### src/design/lcal_pkg.sv
// Shared types, codes and constants of the lowest common ancestor engine.
`default_nettype none

package lcal_pkg;

  // Width of a node number and of a depth on the channels and in the memories.
  localparam int NODE_FW = 16;
  // Width of the level field in an ancestor memory request (enough for 20 levels).
  localparam int LVL_FW = 5;

  // Defaults for the top-level parameters.
  localparam int NODES_DEFAULT  = 65536;
  localparam int LEVELS_DEFAULT = 16;

  // The root is node one, its own parent, at depth zero.
  localparam logic [NODE_FW-1:0] ROOT_NODE  = 16'd1;
  localparam logic [NODE_FW-1:0] DEPTH_MAX  = 16'hFFFF;

  // Command codes of an input item.
  typedef enum logic [1:0] {
    CMD_LOAD  = 2'd0,
    CMD_BUILD = 2'd1,
    CMD_QUERY = 2'd2
  } cmd_t;

  // Controller states.
  typedef enum logic [4:0] {
    S_IDLE,
    S_LD_RD,
    S_LD_WR,
    S_BD_RD1,
    S_BD_RD2,
    S_BD_WR,
    S_Q_RDA,
    S_Q_RDB,
    S_Q_CMP,
    S_Q_LIFT,
    S_Q_LIFTW,
    S_Q_EQ,
    S_Q2_RA,
    S_Q2_RB,
    S_Q2_UPD,
    S_Q_FIN,
    S_Q_RES,
    S_DONE
  } state_t;

  // One access to the ancestor memory: a read every cycle, a write when we is set.
  typedef struct packed {
    logic               we;
    logic [LVL_FW-1:0]  level;
    logic [NODE_FW-1:0] node;
    logic [NODE_FW-1:0] wdata;
  } anc_req_t;

  // One access to the depth memory.
  typedef struct packed {
    logic               we;
    logic [NODE_FW-1:0] node;
    logic [NODE_FW-1:0] wdata;
  } dep_req_t;

endpackage

`default_nettype wire

### src/design/lcal_cmd_if.sv
// Command channel: one item carries a command code and two node numbers.
`default_nettype none

interface lcal_cmd_if;
  logic                         valid;
  logic                         ready;
  logic [1:0]                   command;
  logic [lcal_pkg::NODE_FW-1:0] node_a;
  logic [lcal_pkg::NODE_FW-1:0] node_b;

  modport source (output valid, output command, output node_a, output node_b, input ready);
  modport sink (input valid, input command, input node_a, input node_b, output ready);
endinterface

`default_nettype wire

### src/design/lcal_rsp_if.sv
// Result channel: one item carries the ancestor found by a query.
`default_nettype none

interface lcal_rsp_if;
  logic                         valid;
  logic                         ready;
  logic [lcal_pkg::NODE_FW-1:0] ancestor;

  modport source (output valid, output ancestor, input ready);
  modport sink (input valid, input ancestor, output ready);
endinterface

`default_nettype wire

### src/design/lcal_ctrl.sv
// Sequencer for load, build and query commands over the two memories.
`default_nettype none

module lcal_ctrl #(
  parameter int NODES  = lcal_pkg::NODES_DEFAULT,
  parameter int LEVELS = lcal_pkg::LEVELS_DEFAULT
) (
  input  wire logic                         clk,
  input  wire logic                         rst,
  input  wire logic [lcal_pkg::NODE_FW-1:0] node_count,
  lcal_cmd_if.sink                          cmd,
  lcal_rsp_if.source                        rsp,
  output lcal_pkg::anc_req_t                anc_req,
  input  wire logic [lcal_pkg::NODE_FW-1:0] anc_rdata,
  output lcal_pkg::dep_req_t                dep_req,
  input  wire logic [lcal_pkg::NODE_FW-1:0] dep_rdata
);
  import lcal_pkg::*;

  localparam int               LVL_W    = $clog2(LEVELS);
  localparam logic [LVL_W-1:0] LVL_LAST = LVL_W'(LEVELS - 1);
  localparam logic [LVL_W-1:0] LVL_ONE  = LVL_W'(1);

  state_t             state, state_next;
  logic [NODE_FW-1:0] a, a_next;
  logic [NODE_FW-1:0] b, b_next;
  logic [NODE_FW-1:0] pa, pa_next;
  logic [LVL_W-1:0]   lvl, lvl_next;
  logic [NODE_FW-1:0] j, j_next;
  logic [NODE_FW-1:0] last, last_next;
  logic [NODE_FW-1:0] da, da_next;
  logic [NODE_FW-1:0] diff, diff_next;
  logic [NODE_FW-1:0] result, result_next;
  logic               out_valid, out_valid_next;
  logic [NODE_FW-1:0] out_data, out_data_next;

  logic               ok_a, ok_b;
  logic [NODE_FW-1:0] last_in;
  logic [LVL_W-1:0]   lvl_dec;
  logic [31:0]        diff_sh;
  logic               diff_sat;
  logic               jump;
  logic               deep_enough;

  // Node range checks and the clamped end of the build sweep.
  assign ok_a    = (cmd.node_a != '0) && (32'(cmd.node_a) < NODES);
  assign ok_b    = (cmd.node_b != '0) && (32'(cmd.node_b) < NODES);
  assign last_in = (32'(node_count) >= NODES) ? NODE_FW'(NODES - 1) : node_count;

  // Per-level quantities: jump decision of the depth equalization and the depth test
  // of the joint walk, which uses the depth just read for the current node.
  assign lvl_dec     = lvl - LVL_ONE;
  assign diff_sh     = 32'(diff) >> lvl;
  assign diff_sat    = (32'(diff) >> LEVELS) != 32'd0;
  assign jump        = diff_sat || diff_sh[0];
  assign deep_enough = 32'(dep_rdata) >= (32'd1 << lvl);

  assign cmd.ready    = (state == S_IDLE);
  assign rsp.valid    = out_valid;
  assign rsp.ancestor = out_data;

  // State register and datapath registers.
  always_ff @(posedge clk) begin
    if (rst) begin
      state     <= S_IDLE;
      out_valid <= 1'b0;
      lvl       <= '0;
    end else begin
      state     <= state_next;
      out_valid <= out_valid_next;
      lvl       <= lvl_next;
    end
    a         <= a_next;
    b         <= b_next;
    pa        <= pa_next;
    j         <= j_next;
    last      <= last_next;
    da        <= da_next;
    diff      <= diff_next;
    result    <= result_next;
    out_data  <= out_data_next;
  end

  // Next state, memory requests and register updates.
  always_comb begin
    state_next     = state;
    a_next         = a;
    b_next         = b;
    pa_next        = pa;
    lvl_next       = lvl;
    j_next         = j;
    last_next      = last;
    da_next        = da;
    diff_next      = diff;
    result_next    = result;
    out_valid_next = out_valid && !rsp.ready;
    out_data_next  = out_data;
    anc_req        = '0;
    dep_req        = '0;

    unique case (state)
      S_IDLE: begin
        if (cmd.valid) begin
          case (cmd.command)
            CMD_LOAD: begin
              // The root keeps its own link; out-of-range nodes are dropped.
              if (ok_a && ok_b && (cmd.node_a != ROOT_NODE)) begin
                a_next     = cmd.node_a;
                b_next     = cmd.node_b;
                state_next = S_LD_RD;
              end
            end
            CMD_BUILD: begin
              if (last_in != '0) begin
                last_next  = last_in;
                lvl_next   = LVL_ONE;
                j_next     = NODE_FW'(1);
                state_next = S_BD_RD1;
              end
            end
            CMD_QUERY: begin
              a_next = cmd.node_a;
              b_next = cmd.node_b;
              if (ok_a && ok_b) begin
                state_next = S_Q_RDA;
              end else begin
                result_next = '0;
                state_next  = S_DONE;
              end
            end
            default: ;
          endcase
        end
      end

      // Load: fetch the parent's depth, then write link and depth.
      S_LD_RD: begin
        dep_req.node = b;
        state_next   = S_LD_WR;
      end
      S_LD_WR: begin
        dep_req.we    = 1'b1;
        dep_req.node  = a;
        dep_req.wdata = (dep_rdata == DEPTH_MAX) ? DEPTH_MAX : dep_rdata + NODE_FW'(1);
        anc_req.we    = 1'b1;
        anc_req.level = '0;
        anc_req.node  = a;
        anc_req.wdata = b;
        state_next    = S_IDLE;
      end

      // Build: level lvl of j is level lvl-1 of its level lvl-1 ancestor.
      S_BD_RD1: begin
        anc_req.level = LVL_FW'(lvl_dec);
        anc_req.node  = j;
        state_next    = S_BD_RD2;
      end
      S_BD_RD2: begin
        anc_req.level = LVL_FW'(lvl_dec);
        anc_req.node  = anc_rdata;
        state_next    = S_BD_WR;
      end
      S_BD_WR: begin
        anc_req.we    = 1'b1;
        anc_req.level = LVL_FW'(lvl);
        anc_req.node  = j;
        anc_req.wdata = anc_rdata;
        if (j == last) begin
          if (lvl == LVL_LAST) begin
            state_next = S_IDLE;
          end else begin
            lvl_next   = lvl + LVL_ONE;
            j_next     = NODE_FW'(1);
            state_next = S_BD_RD1;
          end
        end else begin
          j_next     = j + NODE_FW'(1);
          state_next = S_BD_RD1;
        end
      end

      // Query: read both depths and make a the deeper node.
      S_Q_RDA: begin
        dep_req.node = a;
        state_next   = S_Q_RDB;
      end
      S_Q_RDB: begin
        da_next      = dep_rdata;
        dep_req.node = b;
        state_next   = S_Q_CMP;
      end
      S_Q_CMP: begin
        if (da < dep_rdata) begin
          a_next    = b;
          b_next    = a;
          diff_next = dep_rdata - da;
        end else begin
          diff_next = da - dep_rdata;
        end
        lvl_next   = LVL_LAST;
        state_next = S_Q_LIFT;
      end

      // Depth equalization, one level per pass from the top down.
      S_Q_LIFT: begin
        if (jump) begin
          anc_req.level = LVL_FW'(lvl);
          anc_req.node  = a;
          state_next    = S_Q_LIFTW;
        end else if (lvl == '0) begin
          state_next = S_Q_EQ;
        end else begin
          lvl_next = lvl_dec;
        end
      end
      S_Q_LIFTW: begin
        a_next = anc_rdata;
        if (lvl == '0) begin
          state_next = S_Q_EQ;
        end else begin
          lvl_next   = lvl_dec;
          state_next = S_Q_LIFT;
        end
      end
      S_Q_EQ: begin
        if (a == b) begin
          result_next = a;
          state_next  = S_DONE;
        end else begin
          lvl_next   = LVL_LAST;
          state_next = S_Q2_RA;
        end
      end

      // Joint lifting while the ancestors at a level differ. The stored depth of
      // the current node decides whether the level is tried at all.
      S_Q2_RA: begin
        anc_req.level = LVL_FW'(lvl);
        anc_req.node  = a;
        dep_req.node  = a;
        state_next    = S_Q2_RB;
      end
      S_Q2_RB: begin
        if (deep_enough) begin
          pa_next       = anc_rdata;
          anc_req.level = LVL_FW'(lvl);
          anc_req.node  = b;
          state_next    = S_Q2_UPD;
        end else if (lvl == '0) begin
          state_next = S_Q_FIN;
        end else begin
          lvl_next   = lvl_dec;
          state_next = S_Q2_RA;
        end
      end
      S_Q2_UPD: begin
        if (pa != anc_rdata) begin
          a_next = pa;
          b_next = anc_rdata;
        end
        if (lvl == '0) begin
          state_next = S_Q_FIN;
        end else begin
          lvl_next   = lvl_dec;
          state_next = S_Q2_RA;
        end
      end

      // The answer is the common parent.
      S_Q_FIN: begin
        anc_req.level = '0;
        anc_req.node  = a;
        state_next    = S_Q_RES;
      end
      S_Q_RES: begin
        result_next = anc_rdata;
        state_next  = S_DONE;
      end

      // Hand the result to the output register once it is free.
      S_DONE: begin
        if (!out_valid || rsp.ready) begin
          out_valid_next = 1'b1;
          out_data_next  = result;
          state_next     = S_IDLE;
        end
      end

      default: state_next = S_IDLE;
    endcase
  end

  // The level counter never leaves the table.
  a_lvl_range: assert property (@(posedge clk) disable iff (rst)
    (state != S_IDLE) |-> (32'(lvl) < LEVELS))
    else $error("level counter out of range");

  // Build writes go to levels above zero and nodes inside the sweep.
  a_build_range: assert property (@(posedge clk) disable iff (rst)
    (state == S_BD_WR) |-> ((j != '0) && (j <= last) && (lvl != '0)))
    else $error("build write outside the sweep");

  // A new result appears only from the hand-off state.
  a_rsp_source: assert property (@(posedge clk) disable iff (rst)
    $rose(out_valid) |-> ($past(state) == S_DONE))
    else $error("result raised outside the hand-off state");

  // A query naming a bad node goes straight to the hand-off.
  a_bad_query: assert property (@(posedge clk) disable iff (rst)
    (cmd.valid && cmd.ready && (cmd.command == CMD_QUERY) && !(ok_a && ok_b))
      |=> (state == S_DONE))
    else $error("rejected query did not return at once");

  // No command is taken while a table write is under way.
  a_write_busy: assert property (@(posedge clk) disable iff (rst)
    anc_req.we |-> !cmd.ready)
    else $error("command accepted during a table write");

endmodule

`default_nettype wire

### src/flat_wrapper.sv
// flat-port wrapper written by rule: the top's interface ports become plain ports
module lcal_ctrl_flat import lcal_pkg::*;
#(
  parameter int NODES  = lcal_pkg::NODES_DEFAULT,
  parameter int LEVELS = lcal_pkg::LEVELS_DEFAULT
)
  (clk, rst, node_count, anc_req, anc_rdata, dep_req, dep_rdata, cmd_valid, cmd_command, cmd_node_a, cmd_node_b, cmd_ready, rsp_valid, rsp_ancestor, rsp_ready);
  lcal_cmd_if cmd_i ();
  lcal_rsp_if rsp_i ();
  input  wire logic clk;
  input  wire logic rst;
  input  wire logic [lcal_pkg::NODE_FW-1:0] node_count;
  output lcal_pkg::anc_req_t anc_req;
  input  wire logic [lcal_pkg::NODE_FW-1:0] anc_rdata;
  output lcal_pkg::dep_req_t dep_req;
  input  wire logic [lcal_pkg::NODE_FW-1:0] dep_rdata;
  input wire logic [$bits(cmd_i.valid)-1:0] cmd_valid;
  input wire logic [$bits(cmd_i.command)-1:0] cmd_command;
  input wire logic [$bits(cmd_i.node_a)-1:0] cmd_node_a;
  input wire logic [$bits(cmd_i.node_b)-1:0] cmd_node_b;
  output wire logic [$bits(cmd_i.ready)-1:0] cmd_ready;
  output wire logic [$bits(rsp_i.valid)-1:0] rsp_valid;
  output wire logic [$bits(rsp_i.ancestor)-1:0] rsp_ancestor;
  input wire logic [$bits(rsp_i.ready)-1:0] rsp_ready;
  assign cmd_i.valid = cmd_valid;
  assign cmd_i.command = cmd_command;
  assign cmd_i.node_a = cmd_node_a;
  assign cmd_i.node_b = cmd_node_b;
  assign cmd_ready = cmd_i.ready;
  assign rsp_valid = rsp_i.valid;
  assign rsp_ancestor = rsp_i.ancestor;
  assign rsp_i.ready = rsp_ready;
  lcal_ctrl #(.NODES(NODES), .LEVELS(LEVELS)) u_core (.clk(clk), .rst(rst), .node_count(node_count), .cmd(cmd_i), .rsp(rsp_i), .anc_req(anc_req), .anc_rdata(anc_rdata), .dep_req(dep_req), .dep_rdata(dep_rdata));
endmodule
### config.mk
export PLATFORM = sky130hd
export DESIGN_NAME = lcal_ctrl_flat
export DESIGN_NICKNAME = d
export VERILOG_FILES = /design/src/design/lcal_pkg.sv /design/src/design/lcal_cmd_if.sv /design/src/design/lcal_rsp_if.sv /design/src/design/lcal_ctrl.sv /design/src/flat_wrapper.sv
export SDC_FILE = /design/constraint.sdc
export NUM_CORES = 1
export LEC_CHECK = 0
export ABC_AREA = 1
export BUFFER_PORTS_ARGS = -buffer_cell sky130_fd_sc_hd__buf_2
export CAP_MARGIN = 15
export CORE_ASPECT_RATIO = 2
export CORE_UTILIZATION = 53
export CTS_CLUSTER_SIZE = 40
export DETAILED_ROUTE_END_ITERATION = 7
export PLACE_DENSITY = 0.78
export SKIP_CTS_REPAIR_TIMING = 1
export SLEW_MARGIN = 20
export SYNTH_ARGS = -nofsm -noshare
export SYNTH_HDL_FRONTEND = slang
export SYNTH_SLANG_ARGS = --single-unit
### constraint.sdc
create_clock -name clk -period 2.5 [get_ports clk]
set_input_delay 0.25 -clock clk [delete_from_list [all_inputs] [get_ports clk]]
set_output_delay 0.25 -clock clk [all_outputs]
set_load 0.02 [all_outputs]
Yosys cells after proc, flatten, opt, wreduce, memory -nomap -nowiden --
Cells that the tools add are included. W data, S select, Z words.
Word-level totals: register bits after elaboration 154, input port bits 86, output and inout bits 89, word-level logic and storage cells 158
Operators by class: add/subtract/negate cells 6, $lt $le $gt $ge 2, equal/unequal tests 45, shift-type cells 2, mux-type cells 60, reductions and logical operators 31
Operators by type and width (number):
- $mux W16 | 20
- $pmux W16 S2 | 5
- $pmux W21 S7 | 1
- $pmux W16 S3 | 2
- $pmux W5 S17 | 1
- $pmux W16 S4 | 1
- $reduce_bool A16 Y1 | 3
- $mux W5 | 9
- $eq A5 B4 Y1 const B | 8
- $mux W20 | 2
- $mux W4 | 9
- $add A16 B1 Y16 const B | 2
- $eq A16 B16 Y1 | 2
- $ge A16 B32 Y1 | 1
- $shl A1 B4 Y32 const A | 1
- $sub A16 B16 Y16 | 2
- $pmux W4 S7 | 1
- $eq A5 B3 Y1 const B | 4
- $reduce_and A6 Y1 | 3
- $eq A16 B16 Y1 const B | 1
- $lt A16 B16 Y1 | 1
- $ne A16 B1 Y1 const B | 1
- $ne A16 B16 Y1 | 1
- $ne A2 B1 Y1 const B | 8
- 33 further kinds | 57

Logic depth before layout (Yosys ltp) --
Gate-level depths: netlist of run 1.
depth in word-level cells 7, mapped depth 20, gate-level depth less buffers 19

Least setup slack after synthesis of run 1 --
No wires, ideal clock.
kind reg-to-reg, start reg u_core.state[3], end reg u_core.j[0] (enable), setup time 372 ps, arrival 2442 ps, required time 2128 ps, setup slack -314 ps, cell stages (with the launch flop) 9, buffers on the path 1, clock period less this slack 2814 ps, cells stage by stage dfxtp_1 -> nor2_2 -> inv_2 -> nor2_1 -> buf_2 -> nand2_1 -> nor2_1 -> o21ai_0 -> nand2_1
On the way: longest elaborated chain between the ends 3, elaborated cells on any way between the ends 8, those cells by class eq/ne: 5; reduce/logical: 3
Ends and longest elaborated chain:
- from (decl) | RTL line lcal_ctrl.sv:24 | state_t state, state_next;
- from (signal assigned) | RTL line lcal_ctrl.sv:69 | state <= state_next;
- $logic_not A5 Y1 (*)
- named net cmd_ready | RTL line flat_wrapper.sv:21 | output wire logic [$bits(cmd_i.ready)-1:0] cmd_ready;
- $ne A2 B1 Y1 (no source line), or another cell as far along
- $reduce_and A5 Y1 (no source line) (*)
- to (signal assigned) | RTL line lcal_ctrl.sv:76 | j <= j_next;
- to (decl) | RTL line lcal_ctrl.sv:29 | logic [NODE_FW-1:0] j, j_next;
Mark *: on every way through the listed nets, which the timed path passes. The rest lies on a longest branch. A chain may end at the register's enable or synchronous reset.

==> flow_summary.ini, run 1 <==
[detailed_routing]
route.detailed.vias_per_inst = 5.78
detail_route.first_pass.iterations = 6
post_drt_wl_per_cell_um = 19.9
ant_nets = 0
routed_wirelength_um = 40100
route.detailed.drc = 0
dr_total_vias = 11700
drt_first_iter_violations = 974

[logic_synthesis]
netlist.top_cell.by_area = edfxtp_1
mappedNetlistArea_um2 = 11100
avgSynthCellArea_um2 = 7.65
synth-seq-area-share_pct = 40.8
postSynthCellCount = 1451
synth_largest_type_area_fraction_pct = 39.0
synth.distinct_cells = 47
synth_seq_cells = 154
yosysWarnings = 0
yosys-top-cells-area = edfxtp_1 (39%), nand2_1 (14%), inv_1 (7.0%)
syn-num-nets = 1598

[clocking]
numClockSinks = 154
cts_buffers = 17
cts.reportedPaths.clkPinSlew_ns = 0.07
cts.root.buffer_cell = clkbuf_16
clock_tree.htree_level_count = 4
clk_latency_ns = 0.45
cts.path.max_buffers = 2
tritoncts = yes

[setup_path]
reg2reg_to = u_core.pa[15]
crit_path_top_cell_by_count = ha_4
ff2ff_setup_slack_ns = 0
critical_path.slowest_cell = dfxtp_4
timing.critical_path.max_delay_family = simple AND/OR/NAND/NOR gates
timing.critical_path.cells = ha_4 -> ha_4 -> nand2_1 -> ha_4 -> nand2_4 -> nor3_2 -> nand3_1 -> nand3_2 -> nand2_4 -> buf_12 -> o211ai_1 -> buf_4
worst-r2r-cell-count = 13
timing.critical_path.from_type = flip-flop
worstPathBufferInverterCount = 2
critPathKind = reg2out
critical_path_peak_fanout = 17
biggest_cell_delay_along_the_critical_path_ns = 0.39
reg2reg_from = u_core.lvl[0]
worst-endpoint-arrival_ns = 2.63
crit_path_end_kind = output port
timing.critical_path.required_ns = 2.25

[status]
outcome = complete, but fails checks
failing_checks = negative setup slack

[global_routing]
wire_length_of_the_first_global_routing_pass_um = 59600
antenna_found_initial = 3
global_route.overflow_total = 0
grt_usage_pct = 37.3
vias_in_the_first_global_route = 11600
grt_start_max_net_pins = 29

[floorplanning]
die_area_um2 = 21600
dieWidth_um = 104
fp.coreArea_um2 = 20500
die-height_um = 207
io_pins = 175
placementRows = 74
start_util_pct = 54.2

[layout]
fin_area_um2 = 14300
finalNetCount = 1884
final_layout_size_suffix_gt1_share_pct = 25.3
stdcell_count = 2018
fillCellCount = 1723
area_growth_pct = 29.2

[place]
dp.final_hpwl_um = 31600
gp_congestion = 1.01
post-place-cells = 1968
dpl_cell_area_um2 = 13100
portBuffers = 173

[job]
drv.max_cap_violation_count = 0

[power_and_ir_drop]
p_per_area_nw_per_um2 = 547
max-vdd-ir-drop_v = 0.000451
total_power_mw = 7.85
power_leakage_nw = 6.80

[sta]
fin_hold_ws_ns = 0.00659
rsz_0062_raised_after_global_routing = yes
min_period_over_period_pct = 115
setup_viol = 20
maxSlewHeadroom_pct = 62.7
final_critical_path_setup_slack_ns = -0.384
period_needed_ns = 2.88
number_of_pins_with_negative_max_slew_slack_in_the_final_report = 0
worst_slew_pin_slew_ns = 0.558
fmax_mhz = 347
timing.final.hold_violations = 0
clock-skew-final_ns = 0.00959
final.setup.tns_ns = -7.13

[hold_path]
worstHoldPathType = in2reg
whs_path_depth = 1
timing.hold.worst_endpoint = u_core.pa[10]
hold_path.startpoint = anc_rdata[10]
-- through the flow --
stage | setup WS (ns) | util, %
after floorplan | 0.0122 | -
after global placement | -0.149 | 64.1
after detailed placement | -0.193 | 64.1
after CTS | -0.682 | 66.9
after global routing | -0.540 | 70.1
final | -0.384 | 70.1
-- where the power goes --
group | switching [mW] | leakage, nW | internal, mW
logic | 1.36 | 5.13 | 0.851
clock network | 1.18 | 0.272 | 1.31
registers | 0.136 | 1.40 | 3.02
-- flip-flops by register name, summed over array words and instances, names as in the netlist --
register	cells
u_core.a	16
u_core.b	16
u_core.da	16
u_core.diff	16
u_core.j	16
u_core.last	16
u_core.pa	16
u_core.result	16
u_core.rsp.ancestor	16
u_core.state	5
u_core.lvl	4
u_core.rsp.valid	1
-- cell usage after synthesis, drive strengths merged --
cell / instances
nand2: 413
inv: 218
nor2: 164
edfxtp: 144
a21oi: 64
ha: 59
o22ai: 54
nand3: 50
o21ai: 44
xor2: 39
clkbuf: 24
o211ai: 23
nor3: 21
o221ai: 20
buf: 18
nand4: 17
a22oi: 16
xnor2: 11
dfxtp: 10
o2111ai: 10
a21o: 6
o21bai: 4
a221o: 3
a31oi: 3
or2: 3
fa: 2
nand3b: 2
nor4: 2
a21boi: 1
a221oi: 1
clkinv: 1
conb: 1
nor3b: 1
nor4b: 1
o31ai: 1
-- worst max-delay path by stage --
stage                        startpoint          end  slack [ns]  cells past startpoint
final                     u_core.lvl[0]  anc_req[24]       -0.38                     12
after global routing      u_core.lvl[2]  anc_req[32]       -0.54                     14
after CTS                 u_core.lvl[3]  anc_req[19]       -0.68                     16
after detailed placement  u_core.lvl[3]  anc_req[19]       -0.19                     16
after global placement    u_core.lvl[3]  anc_req[22]       -0.15                     16
after floorplan           u_core.da[10]  u_core.a[0]        0.01                     11
-- kinds of logic (layout without fill, tap and decap cells) --
kind of cell / after synthesis / in the layout / synth area share (%)
xor gates and xnor gates: 50 / 50 / 3.94
DFF: 154 / 154 / 40.8
AOI/OAI and AO/OA: 250 / 250 / 14.3
adders and majority gates: 61 / 61 / 7.01
and+or+nand+nor: 674 / 674 / 24.9
buffers and inverters: 261 / 560 / 9.04
other: 1 / 3 / 0.0338
-- placed cells by master (no fill, tap or decap), types with 37 or more instances in the layout --
cell / count
a21oi_1: 58
buf_2: 154
buf_4: 139
edfxtp_1: 144
ha_1: 39
inv_1: 199
nand2_1: 386
nand3_1: 47
nor2_1: 144
o21ai_0: 37
o22ai_1: 53
xor2_1: 39
-- final cells by class --
cell class	instances	area [um^2]	share of cell area [%]
Inverter	219	837	5.84
Tap cell	266	333	2.32
Clock buffer	17	425	2.97
Sequential cell	154	4540	31.6
Timing Repair Buffer	309	2040	14.2
Multi-Input combinational cell	1036	6030	42.0
Antenna cell	2	5.00	0.0349
Clock inverter	15	134	0.933
-- routing by layer --
layer / vias up / global-route usage, % / share of wire, %
met3: 257 / 6.94 / 6.4
met2: 673 / 70.6 / 54
met1: 5295 / 31.7 / 29
met5: - / 0 / 0.030
met4: 2 / 37.2 / 11
li1: 5429 / - / -
Power figures use the tool's default switching activity.
==> inputs of run 2 (changes only) <==
--- a/config.mk
+++ b/config.mk
@@ -12,7 +12,7 @@
 export CORE_UTILIZATION = 53
 export CTS_CLUSTER_SIZE = 40
 export DETAILED_ROUTE_END_ITERATION = 7
-export PLACE_DENSITY = 0.78
+export PLACE_DENSITY_LB_ADDON = 0.05
 export SKIP_CTS_REPAIR_TIMING = 1
 export SLEW_MARGIN = 20
 export SYNTH_ARGS = -nofsm -noshare
==> flow_summary.ini, run 2 (synthesis results as in run 1) <==
[setup_path]
timing.critical_path.required_ns = 2.25
timing.critical_path.max_delay_family = simple AND/OR/NAND/NOR gates
cp-endpoint = anc_req[17]
ff2ff_setup_slack_ns = 0.11
reg2reg_to = u_core.pa[3]
worstSetupPathDepth = 12
crit_path_top_cell_by_count = ha_4
timing.critical_path.cells = ha_4 -> ha_4 -> nand2_1 -> ha_4 -> nand2_4 -> nor3_2 -> nand3_1 -> nand3_2 -> nand2_4 -> buf_12 -> o211ai_1 -> buf_4
critical_path_peak_fanout = 20
crit_path_end_kind = output port
timing.critical_path.from = u_core.lvl[0]
timing.critical_path.from_type = flip-flop
biggest_cell_delay_along_the_critical_path_ns = 0.39
reg2reg_from = u_core.lvl[0]
critical_path.slowest_cell = dfxtp_4
worst-endpoint-arrival_ns = 2.69
critPathKind = reg2out
worst-r2r-cell-count = 13
worstPathBufferInverterCount = 2

[detailed_routing]
drt_first_iter_violations = 787
routed_wirelength_um = 39700
detail_route.first_pass.iterations = 6
route.detailed.vias_per_inst = 5.66
post_drt_wl_per_cell_um = 19.7
dr_total_vias = 11400
route.detailed.drc = 0
ant_nets = 0

[sta]
min_period_over_period_pct = 118
fmax_mhz = 340
rsz_0062_raised_after_global_routing = yes
final_critical_path_setup_slack_ns = -0.439
setup_viol = 20
period_needed_ns = 2.94
worst_slew_pin_slew_ns = 0.690
number_of_pins_with_negative_max_slew_slack_in_the_final_report = 0
maxSlewHeadroom_pct = 54.0
clock-skew-final_ns = 0.0121
timing.final.hold_violations = 0

[place]
dp.final_hpwl_um = 32100
portBuffers = 173
gp_congestion = 0.995

[global_routing]
vias_in_the_first_global_route = 11200
antenna_found_initial = 2
grt_start_max_net_pins = 29
wire_length_of_the_first_global_routing_pass_um = 58100
grt_usage_pct = 36.9
global_route.overflow_total = 0

[power_and_ir_drop]
p_per_area_nw_per_um2 = 554
power_leakage_nw = 6.80
total_power_mw = 7.91
max-vdd-ir-drop_v = 0.000415

[floorplanning]
fp.coreArea_um2 = 20500
die-height_um = 207
io_pins = 175
start_util_pct = 54.2
die_area_um2 = 21600
placementRows = 74
dieWidth_um = 104

[layout]
ff_latch_area_um2 = 4540
most-common-layout-cells = nand2_1 (394), inv_1 (199), buf_2 (152), nor2_1 (146), edfxtp_1 (144)
fillCellCount = 1772
area_growth_pct = 28.5
final_util_pct = 69.7
finalNetCount = 1881
final_common_cell = nand2_1
final_layout_size_suffix_gt1_share_pct = 24.5
multi_input_gate_area_um2 = 5950

[clocking]
cts.path.max_buffers = 2
cts.reportedPaths.clkPinSlew_ns = 0.07
tritoncts = yes
numClockSinks = 154
clk_latency_ns = 0.45
cts.root.buffer_cell = clkbuf_16
clock_tree.htree_level_count = 4
cts_buffers = 17

[job]
drv.max_cap_violation_count = 0

[status]
outcome = complete, but fails checks
failing_checks = negative setup slack

[hold_path]
worstHoldPathType = in2reg
run 2: stage by stage:
step / cells / TNS (ns) / worst slack [ns] / area [um^2] / hold WS, ns
final: 2016 / -7.59 / -0.439 / 14300 / 0.0168
after CTS: 2004 / -18.04 / -0.708 / 13700 / -0.00978
after global routing: 2013 / -9.98 / -0.540 / 14300 / 0.000238
after detailed placement: 1972 / -6.00 / -0.209 / 13100 / 0.405
after floorplan: 1451 / 0 / 0.0122 / 11100 / 0.319
after global placement: 1972 / -4.52 / -0.144 / 13100 / 0.401
run 2: worst min-delay path by stage:
stage	from	end	slack, ns	cells after the start
floorplan	rst	u_core.rsp.valid	0.32	1
global placement	u_core.result[9]	u_core.rsp.ancestor[9]	0.40	0
detailed placement	u_core.result[2]	u_core.rsp.ancestor[2]	0.40	0
CTS	node_count[6]	u_core.last[6]	-0.01	1
global route	node_count[1]	u_core.last[1]	0.0002	1
finish	node_count[0]	u_core.last[0]	0.02	1
run 2: final cells by class:
class | instances | area share [%]
well taps | 266 | 2.33
repair buffers | 306 | 14.0
clock buffers | 17 | 2.98
inverters | 219 | 5.89
clock inverters | 15 | 1.28
flip-flops and latches | 154 | 31.8
diodes | 3 | 0.0526
multi-input cells | 1036 | 41.7
run 2: metal layers:
metal	global-route usage (%)	wire (um)	vias up
met5	0	0	-
met4	36.7	4110	0
met3	6.28	2240	199
met2	71.8	21700	574
met1	30.0	11700	5220
li1	-	-	5420
run 2: power breakdown:
group / total [mW] / switching [mW] / leakage, nW / internal, mW
combinational: 2.10 / 1.31 / 5.11 / 0.786
clock: 2.67 / 1.16 / 0.288 / 1.51
sequential: 3.14 / 0.127 / 1.40 / 3.01
